File: src/rtl/ttd_pkg.sv
// ttd_pkg: shared types, constants and control structs for the tilt to drive command block
// no dependencies; imported by ttd_lane, ttd_merge and tilt_to_drive_command
`default_nettype none

package ttd_pkg;

	// fixed-point layout
	localparam int FRAC_BITS = 8;
	localparam int SAMPLE_W  = 16;
	localparam int KEEP_W    = 9;
	localparam int GAIN_W    = 10;
	localparam int THRESH_W  = 7;
	localparam int WEIGHT_SH = 8;
	localparam int SMOOTH_W  = SAMPLE_W + FRAC_BITS + 1;
	localparam int SUM_W     = SMOOTH_W + KEEP_W + 1;
	localparam int DEV_W     = SMOOTH_W + 1;
	localparam int PROD_W    = DEV_W + GAIN_W + 1;
	localparam int SCALE_SH  = FRAC_BITS + 8;
	localparam int P_W       = PROD_W - SCALE_SH;
	localparam int Q_W       = P_W + 1;

	localparam logic [KEEP_W-1:0] KEEP_ONE = KEEP_W'(256);

	// mapping of -2000..2000 onto the command ranges
	localparam int MAP_OFFSET = 2000;
	localparam int MAP_SPAN   = 4000;
	localparam int MAP_W      = 12;
	localparam int ANGLE_NUM  = 9;
	localparam int SPEED_NUM  = 99;
	localparam int VA_W       = 16;
	localparam int VS_W       = 19;
	localparam int ANGLE_MAX  = 45;
	localparam int SPEED_MAX  = 99;

	// floor(v / 400) for v < 36000 and floor(v / 2000) for v < 396000
	localparam int RA_SH  = 24;
	localparam int RA_MUL = 41944;
	localparam int RA_W   = 32;
	localparam int RS_SH  = 28;
	localparam int RS_MUL = 134218;
	localparam int RS_W   = 37;

	localparam int CFG_IDX_W  = 2;
	localparam int CFG_DATA_W = 10;

	localparam logic [KEEP_W-1:0]   KEEP_RESET   = KEEP_W'(218);
	localparam logic [GAIN_W-1:0]   X_GAIN_RESET = GAIN_W'(410);
	localparam logic [GAIN_W-1:0]   Y_GAIN_RESET = GAIN_W'(358);
	localparam logic [THRESH_W-1:0] THRESH_RESET = THRESH_W'(3);

	typedef struct packed {
		logic signed [SAMPLE_W-1:0] sample_x;
		logic signed [SAMPLE_W-1:0] sample_y;
	} in_item_t;

	typedef struct packed {
		logic signed [6:0] steer_angle;
		logic [6:0]        drive_speed;
		logic              send_command;
	} out_item_t;

	typedef enum logic [CFG_IDX_W-1:0] {
		CFG_KEEP,
		CFG_X_GAIN,
		CFG_Y_GAIN,
		CFG_THRESHOLD
	} cfg_reg_t;

	typedef enum logic [2:0] {
		ST_IDLE,
		ST_SUM,
		ST_SCALE,
		ST_MAP,
		ST_RECIP,
		ST_OUT
	} seq_state_t;

	typedef struct packed {
		logic load;
		logic start;
		logic sum_en;
		logic scale_en;
	} lane_ctl_t;

	typedef struct packed {
		logic map_en;
		logic recip_en;
		logic out_en;
	} merge_ctl_t;

endpackage

`default_nettype wire

File: src/rtl/ttd_lane.sv
// ttd_lane: one axis lane, exponential smoother, offset removal and gain scaling
// depends on ttd_pkg
`default_nettype none

module ttd_lane (
	input  logic                              clk,
	input  logic                              arst_n,
	input  ttd_pkg::lane_ctl_t                ctl,
	input  logic signed [ttd_pkg::SAMPLE_W-1:0] sample,
	input  logic [ttd_pkg::KEEP_W-1:0]        keep,
	input  logic [ttd_pkg::GAIN_W-1:0]        gain,
	output logic signed [ttd_pkg::P_W-1:0]    scaled
);
	import ttd_pkg::*;

	logic [KEEP_W-1:0]          keep_eff;
	logic [KEEP_W-1:0]          keep_inv;
	logic signed [SMOOTH_W-1:0] fresh;
	logic signed [SUM_W-1:0]    old_term_s1;
	logic signed [SUM_W-1:0]    new_term_s1;
	logic signed [SUM_W-1:0]    sum;
	logic signed [SMOOTH_W-1:0] smooth_q;
	logic signed [SAMPLE_W-1:0] offset_q;
	logic signed [DEV_W-1:0]    dev;
	logic signed [PROD_W-1:0]   prod_s2;
	logic [PROD_W-1:0]          round_add;
	logic [PROD_W-1:0]          prod_adj;

	// keep above 1.0 holds the smoother
	assign keep_eff = (keep > KEEP_ONE) ? KEEP_ONE : keep;
	assign keep_inv = KEEP_ONE - keep_eff;

	assign fresh = {{(SMOOTH_W-SAMPLE_W-FRAC_BITS){sample[SAMPLE_W-1]}}, sample,
		{FRAC_BITS{1'b0}}};

	assign sum = old_term_s1 + new_term_s1;

	assign dev = $signed({smooth_q[SMOOTH_W-1], smooth_q})
		- $signed({{(DEV_W-SAMPLE_W-FRAC_BITS){offset_q[SAMPLE_W-1]}}, offset_q,
		{FRAC_BITS{1'b0}}});

	// bias negatives so the shift truncates toward zero
	assign round_add = prod_s2[PROD_W-1] ?
		{{(PROD_W-SCALE_SH){1'b0}}, {SCALE_SH{1'b1}}} : '0;
	assign prod_adj  = prod_s2 + round_add;
	assign scaled    = $signed(prod_adj[PROD_W-1:SCALE_SH]);

	always_ff @(posedge clk or negedge arst_n) begin
		if (!arst_n) begin
			offset_q <= '0;
			smooth_q <= '0;
		end else if (ctl.load) begin
			offset_q <= sample;
			smooth_q <= fresh;
		end else if (ctl.sum_en) begin
			// arithmetic shift is a floor
			smooth_q <= sum[SMOOTH_W+WEIGHT_SH-1:WEIGHT_SH];
		end
	end

	always_ff @(posedge clk) begin
		if (ctl.start) begin
			old_term_s1 <= $signed({1'b0, keep_eff}) * smooth_q;
			new_term_s1 <= $signed({1'b0, keep_inv}) * fresh;
		end
		if (ctl.scale_en) begin
			prod_s2 <= dev * $signed({1'b0, gain});
		end
	end

endmodule

`default_nettype wire

File: src/rtl/ttd_merge.sv
// ttd_merge: maps the two lane results to angle and speed and decides on sending
// depends on ttd_pkg
`default_nettype none

module ttd_merge (
	input  logic                             clk,
	input  logic                             arst_n,
	input  ttd_pkg::merge_ctl_t              ctl,
	input  logic signed [ttd_pkg::P_W-1:0]   px,
	input  logic signed [ttd_pkg::P_W-1:0]   py,
	input  logic [ttd_pkg::THRESH_W-1:0]     threshold,
	output ttd_pkg::out_item_t               result
);
	import ttd_pkg::*;

	logic signed [Q_W-1:0] qx;
	logic signed [Q_W-1:0] qy;
	logic                  lo_a;
	logic                  hi_a;
	logic                  lo_s;
	logic                  hi_s;
	logic [VA_W-1:0]       va_s1;
	logic [VS_W-1:0]       vs_s1;
	logic                  lo_a_s1;
	logic                  hi_a_s1;
	logic                  lo_s_s1;
	logic                  hi_s_s1;
	logic [RA_W-1:0]       ra_s2;
	logic [RS_W-1:0]       rs_s2;
	logic                  lo_a_s2;
	logic                  hi_a_s2;
	logic                  lo_s_s2;
	logic                  hi_s_s2;
	logic [6:0]            angle_raw;
	logic [7:0]            speed_raw;
	logic signed [6:0]     angle;
	logic [6:0]            speed;
	logic signed [6:0]     sent_angle_q;
	logic [6:0]            sent_speed_q;
	logic [7:0]            diff_a;
	logic [7:0]            diff_s;
	logic [7:0]            abs_a;
	logic [7:0]            abs_s;
	logic                  send;

	assign qx   = Q_W'(px) + Q_W'(MAP_OFFSET);
	assign qy   = Q_W'(py) + Q_W'(MAP_OFFSET);
	assign lo_a = qx[Q_W-1];
	assign hi_a = !qx[Q_W-1] && (qx >= Q_W'(MAP_SPAN));
	assign lo_s = qy[Q_W-1];
	assign hi_s = !qy[Q_W-1] && (qy >= Q_W'(MAP_SPAN));

	always_ff @(posedge clk) begin
		if (ctl.map_en) begin
			va_s1   <= VA_W'(qx[MAP_W-1:0]) * VA_W'(ANGLE_NUM);
			vs_s1   <= VS_W'(qy[MAP_W-1:0]) * VS_W'(SPEED_NUM);
			lo_a_s1 <= lo_a;
			hi_a_s1 <= hi_a;
			lo_s_s1 <= lo_s;
			hi_s_s1 <= hi_s;
		end
		if (ctl.recip_en) begin
			// divide by constant through the reciprocal
			ra_s2   <= RA_W'(va_s1) * RA_W'(RA_MUL);
			rs_s2   <= RS_W'(vs_s1) * RS_W'(RS_MUL);
			lo_a_s2 <= lo_a_s1;
			hi_a_s2 <= hi_a_s1;
			lo_s_s2 <= lo_s_s1;
			hi_s_s2 <= hi_s_s1;
		end
	end

	assign angle_raw = ra_s2[RA_SH+6:RA_SH];
	assign speed_raw = rs_s2[RS_SH+7:RS_SH];

	always_comb begin
		priority if (lo_a_s2) begin
			angle = -7'(ANGLE_MAX);
		end else if (hi_a_s2) begin
			angle = 7'(ANGLE_MAX);
		end else begin
			angle = $signed(angle_raw - 7'(ANGLE_MAX));
		end
	end

	always_comb begin
		priority if (lo_s_s2 || (!hi_s_s2 && speed_raw < 8'(SPEED_MAX))) begin
			speed = '0;
		end else if (hi_s_s2) begin
			speed = 7'(SPEED_MAX);
		end else begin
			speed = 7'(speed_raw - 8'(SPEED_MAX));
		end
	end

	assign diff_a = {angle[6], angle} - {sent_angle_q[6], sent_angle_q};
	assign diff_s = {1'b0, speed} - {1'b0, sent_speed_q};
	assign abs_a  = diff_a[7] ? -diff_a : diff_a;
	assign abs_s  = diff_s[7] ? -diff_s : diff_s;
	assign send   = (abs_a >= {1'b0, threshold}) || (abs_s >= {1'b0, threshold});

	always_ff @(posedge clk or negedge arst_n) begin
		if (!arst_n) begin
			sent_angle_q <= '0;
			sent_speed_q <= '0;
		end else if (ctl.out_en && send) begin
			sent_angle_q <= angle;
			sent_speed_q <= speed;
		end
	end

	assign result.steer_angle  = angle;
	assign result.drive_speed  = speed;
	assign result.send_command = send;

endmodule

`default_nettype wire

File: src/rtl/tilt_to_drive_command.sv
// tilt_to_drive_command: top level, config registers, sequencer, two axis lanes and merge
// depends on ttd_pkg, ttd_lane, ttd_merge
//
// channel  dir  handshake            payload
// in       in   in_valid / in_stall  in_data (sample_x, sample_y)
// out      out  out_valid / out_stall out_data (steer_angle, drive_speed, send_command)
// cfg      in   cfg_valid / cfg_ready cfg_index, cfg_data
//
// the first request after reset only captures the offset
// every later request goes through smoother multiply, accumulate, gain multiply,
// range mapping, reciprocal multiply and the send decision, run in order by the sequencer
// the result lands in an output register in the send decision step; a held
// out_stall keeps the sequencer in its last step until the register frees up
// reset clears the registers to their defaults and the calibration flag
`default_nettype none

module tilt_to_drive_command (
	input  logic                              clk,
	input  logic                              arst_n,
	input  logic                              in_valid,
	output logic                              in_stall,
	input  ttd_pkg::in_item_t                 in_data,
	output logic                              out_valid,
	input  logic                              out_stall,
	output ttd_pkg::out_item_t                out_data,
	input  logic                              cfg_valid,
	output logic                              cfg_ready,
	input  logic [ttd_pkg::CFG_IDX_W-1:0]     cfg_index,
	input  logic [ttd_pkg::CFG_DATA_W-1:0]    cfg_data
);
	import ttd_pkg::*;

	seq_state_t          state_q;
	seq_state_t          state_next;
	logic                calibrated_q;
	logic                accept;
	logic                out_free;
	lane_ctl_t           lane_ctl;
	merge_ctl_t          merge_ctl;
	logic [KEEP_W-1:0]   keep_q;
	logic [GAIN_W-1:0]   x_gain_q;
	logic [GAIN_W-1:0]   y_gain_q;
	logic [THRESH_W-1:0] thresh_q;
	logic signed [P_W-1:0] px;
	logic signed [P_W-1:0] py;
	out_item_t           result;
	out_item_t           out_q;
	logic                out_valid_q;

	assign cfg_ready = 1'b1;

	always_ff @(posedge clk or negedge arst_n) begin
		if (!arst_n) begin
			keep_q   <= KEEP_RESET;
			x_gain_q <= X_GAIN_RESET;
			y_gain_q <= Y_GAIN_RESET;
			thresh_q <= THRESH_RESET;
		end else if (cfg_valid && cfg_ready) begin
			unique case (cfg_reg_t'(cfg_index))
				CFG_KEEP:      keep_q   <= cfg_data[KEEP_W-1:0];
				CFG_X_GAIN:    x_gain_q <= cfg_data[GAIN_W-1:0];
				CFG_Y_GAIN:    y_gain_q <= cfg_data[GAIN_W-1:0];
				CFG_THRESHOLD: thresh_q <= cfg_data[THRESH_W-1:0];
				default: ;
			endcase
		end
	end

	assign accept   = in_valid && !in_stall;
	assign out_free = !out_valid_q || !out_stall;

	always_comb begin
		state_next = state_q;
		unique case (state_q)
			ST_IDLE:  if (accept && calibrated_q) state_next = ST_SUM;
			ST_SUM:   state_next = ST_SCALE;
			ST_SCALE: state_next = ST_MAP;
			ST_MAP:   state_next = ST_RECIP;
			ST_RECIP: state_next = ST_OUT;
			ST_OUT:   if (out_free) state_next = ST_IDLE;
			default:  state_next = ST_IDLE;
		endcase
	end

	always_comb begin
		in_stall           = (state_q != ST_IDLE);
		lane_ctl.load      = in_valid && (state_q == ST_IDLE) && !calibrated_q;
		lane_ctl.start     = in_valid && (state_q == ST_IDLE) && calibrated_q;
		lane_ctl.sum_en    = (state_q == ST_SUM);
		lane_ctl.scale_en  = (state_q == ST_SCALE);
		merge_ctl.map_en   = (state_q == ST_MAP);
		merge_ctl.recip_en = (state_q == ST_RECIP);
		merge_ctl.out_en   = (state_q == ST_OUT) && out_free;
	end

	always_ff @(posedge clk or negedge arst_n) begin
		if (!arst_n) begin
			state_q      <= ST_IDLE;
			calibrated_q <= 1'b0;
		end else begin
			state_q <= state_next;
			if (lane_ctl.load) begin
				calibrated_q <= 1'b1;
			end
		end
	end

	ttd_lane u_lane_x (
		.clk    (clk),
		.arst_n (arst_n),
		.ctl    (lane_ctl),
		.sample (in_data.sample_x),
		.keep   (keep_q),
		.gain   (x_gain_q),
		.scaled (px)
	);

	ttd_lane u_lane_y (
		.clk    (clk),
		.arst_n (arst_n),
		.ctl    (lane_ctl),
		.sample (in_data.sample_y),
		.keep   (keep_q),
		.gain   (y_gain_q),
		.scaled (py)
	);

	ttd_merge u_merge (
		.clk       (clk),
		.arst_n    (arst_n),
		.ctl       (merge_ctl),
		.px        (px),
		.py        (py),
		.threshold (thresh_q),
		.result    (result)
	);

	// output register parts the result from the sequencer
	always_ff @(posedge clk or negedge arst_n) begin
		if (!arst_n) begin
			out_valid_q <= 1'b0;
		end else if (merge_ctl.out_en) begin
			out_valid_q <= 1'b1;
		end else if (!out_stall) begin
			out_valid_q <= 1'b0;
		end
	end

	always_ff @(posedge clk) begin
		if (merge_ctl.out_en) begin
			out_q <= result;
		end
	end

	assign out_valid = out_valid_q;
	assign out_data  = out_q;

endmodule

`default_nettype wire
File: config.mk
export PLATFORM = sky130hd
export DESIGN_NAME = tilt_to_drive_command
export DESIGN_NICKNAME = d
export VERILOG_FILES = /design/src/rtl/ttd_pkg.sv /design/src/rtl/ttd_lane.sv /design/src/rtl/ttd_merge.sv /design/src/rtl/tilt_to_drive_command.sv
export SDC_FILE = /design/constraint.sdc
export NUM_CORES = 2
export LEC_CHECK = 0
export BUFFER_PORTS_ARGS = -buffer_cell sky130_fd_sc_hd__buf_2
export CORE_AREA = 2 2 403 405
export CTS_CLUSTER_SIZE = 20
export DETAILED_ROUTE_END_ITERATION = 10
export DIE_AREA = 0 0 405 407
export PLACE_DENSITY = 0.61
export SLEW_MARGIN = 40
export SYNTH_ARGS = -nofsm -noshare
export SYNTH_HDL_FRONTEND = slang
export SYNTH_SLANG_ARGS = --single-unit
File: constraint.sdc
create_clock -name clk -period 14.7 [get_ports clk]
set_input_delay 0 -clock clk [delete_from_list [all_inputs] [get_ports clk]]
set_output_delay 0 -clock clk [all_outputs]
set_load 0.05 [all_outputs]
==> metrics.md <==
| Metric | Value |
|---|---|
| Status | complete, no violations |
| Routed Antenna Nets | 0 |
| Hold WC Path Type | in -> reg |
| Synth unique cells | 94 |
| Synth top area share | 0.3258 |
| Root Driver | clkbuf_16 |
| Clock buffer count from CTS | 47 |
| Clk buf depth | 3 |
| Core footprint | 160200 µm² |
| NumNets Final | 9672 |
| Post-DP HPWL | 125900 µm |
| Worst R2R Start | u_lane_x.smooth_q[8] |
| CP max FO | 10 |
| Pre-CTS setup slack | 5833 ps |
| DR WL met2 | 75990 µm |
| Final Worst Setup Slack | 6009 ps |
| Vias in the first global route | 52710 |
| Gr ovfl total | 0 |
| Port Buffer Count | 65 |
| Worst-margin pin slew | 842.9 ps |
| Final instance area | 76630 µm² |
| Worst-Skew Late Latency | 610 ps |
| Share of cells above drive strength 1 | 0.04213 |
| CP Class | reg -> reg |
| Die height | 407 µm |
| Setup Viol. Count Final | 0 |
| Htree depth | 2 |
| Top layer in use | met5 |
| First-pass GRT wire length | 268500 µm |
| WL/cell | 16.15 µm |
| Die area | 164800 µm² |
| Drt pass-1 iters | 6 |
| Largest net degree at the start of global routing | 77 |
| Die width | 405 µm |
| Residual DRC | 0 |
| Initial core utilization | 0.4487 |
| CP max stage delay | 610 ps |
| Commonest non-fill, non-tap cells in the layout | inv_1 (1609), fa_1 (1170), ha_1 (895), nand2_1 (805), and2_1 (583) |
| Placed Area | 74480 µm² |
| Relative slew slack | 0.4381 |
| Async SR Flop Fraction | 0.3568 |
| Top cells by area, synth | fa_1 (33%), ha_1 (16%), edfxtp_1 (10%), inv_1 (8.4%), and2_1 (5.1%) |
| Via/cell ratio | 5.091 |
| Syn nets | 9716 |
| Hold Vio Cnt, Final | 0 |
| Critical Path AT | 9050 ps |
| CTS Sinks | 384 |
| Initial antenna violation count | 4 |
| Cells after Synth | 7602 |
| Critical path required time | 15050 ps |
| Ports | 67 |
| Vias after detailed routing | 49690 |
| Fin. max-slew vios | 0 |
| Post-synth EDFFs | 247 |
| Worst setup startpoint | u_lane_x.smooth_q[8] |
| Yosys warns | 0 |
| GRT Total Usage | 0.1996 |
| Setup TNS | 0 ps |
| Row cnt | 147 |
| CTS tree | yes |
| Hold_sp | out_stall |
| GP Congestion | 0.8364 |
| Top FF cell, synth | edfxtp_1 |
| RSZ-0062 raised after global routing | false |
| Post-Syn Area | 71880 µm² |
| Max Cap Violations | 0 |
| Post-route clock period utilization | 0.5912 |
| Count of state elements after synthesis | 384 |
| Crit. End Element | flip-flop |
| Critical path's slowest cell | xor2_1 |
| Wire length on met3 | 6102 µm |
| Most common cell after layout, fill and taps aside | inv_1 |
| Mean area per synthesized cell | 9.456 µm² |
| Filler cells | 15120 |
| Clock Skews | 20.62 ps |
| Drt first-iter violations | 2405 |
| Routed Wire Length | 157600 µm |
| Register area share after synthesis | 0.1512 |
| Clk slew on worst S/H paths | 60 ps |
| Top cell by count, worst path | fa_1 |
| Layout overhead on the synthesized area | 6.606% |
| Min Tclk post-route | 8691 ps |
| Biggest area consumer among synthesized cells | fa_1 |
| Max Fclk | 115.1 MHz |
| CP Launch Type | flip-flop |
| Post-CTS Setup Repair Bufs | 0 |
| Met1 WL | 72910 µm |
[metrics by stage]
step | hold slack, ps | instances | util
2_1_floorplan | -295.6 | 7602 | -
3_3_place_gp | -95.47 | 9617 | 0.4646
3_5_place_dp | -96.19 | 9617 | 0.4649
4_1_cts | 204.5 | 9756 | 0.4778
5_1_grt | 278.1 | 9757 | 0.4783
6_report | 261.9 | 9760 | 0.4783
[registers in the layout (all words and copies together) (netlist names), 15 cells and up]
register,flops
u_lane_x.smooth_q,25
u_lane_x.offset_q,16
u_merge.va_s1,16
u_lane_x.prod_s2,37
out_data,15
u_lane_x.old_term_s1,25
u_lane_y.offset_q,16
u_lane_y.new_term_s1,25
u_lane_y.prod_s2,37
u_merge.vs_s1,19
u_lane_y.smooth_q,25
u_lane_x.new_term_s1,25
u_lane_y.old_term_s1,25
[worst paths after layout]
check / cells after the start / end / slack, ps
max reg2reg: 34 / u_lane_x.prod_s2[36] / 6010
min in group asynchronous: 3 / thresh_q[1] / 480
max in group asynchronous: 5 / u_lane_y.smooth_q[7] / 13070
min: 4 / out_valid / 260
max: 34 / u_lane_x.prod_s2[36] / 6010
min reg2reg: 0 / u_merge.lo_s_s2 / 430
[kinds of logic after synthesis]
kind of cell	after synthesis	synth area share
fa+ha+maj	2066	0.4818
simple gates	2066	0.1439
buf+inv	1865	0.09767
compound gates	797	0.07180
flops	384	0.1512
xor+xnor	365	0.04468
mux	58	0.008912
other cells	1	0.00005217
[synthesized netlist by cell type (43+ instances only)]
master / instances
fa_1: 1170
nand2_1: 805
xnor2_1: 246
clkbuf_1: 210
dfrtp_1: 120
nand3_1: 89
inv_1: 1609
and2_1: 583
o21ai_1: 47
o21a_1: 53
ha_1: 895
nor2_1: 189
a21o_1: 110
and3_1: 43
edfxtp_1: 247
a21oi_1: 220
o21ai_0: 127
nand2b_1: 63
xor2_1: 117
nor3_1: 84
nor2b_1: 78
[critical path, delay by kind of cell, from the launching register on]
kind	cells	cell delay, ps
adders and majority gates	8	3460
AOI/OAI and AO/OA	17	3130
and+or+nand+nor	3	420
xor gates and xnor gates	2	690
buffers and inverters	4	260
DFF	1	480
[metal layers]
layer	global-route usage	vias to the layer above
met2	0.3450	802
met5	0	-
met1	0.2738	25070
met4	0.03790	4
li1	-	23680
met3	0.01937	127
[cell type report]
class | count | area (µm²) | area share
multi-input combinational | 5353 | 54260 | 0.7080
sequential | 384 | 10880 | 0.1420
inverter | 1610 | 6043 | 0.07886
tap | 2160 | 2703 | 0.03527
clock buffer | 67 | 1334 | 0.01741
timing repair buffer | 162 | 1211 | 0.01581
clock inverter | 20 | 192.7 | 0.002514
antenna | 4 | 10.01 | 0.0001306
[what timing repair did]
action / CTS / global route
hold endpoints to repair: 191 / 0
gates resized for setup: 0 / 0
hold buffers: 52 / 0
Power is not shown: default switching activity piles up to over one toggle a cycle in this logic, so the estimate is an artifact.
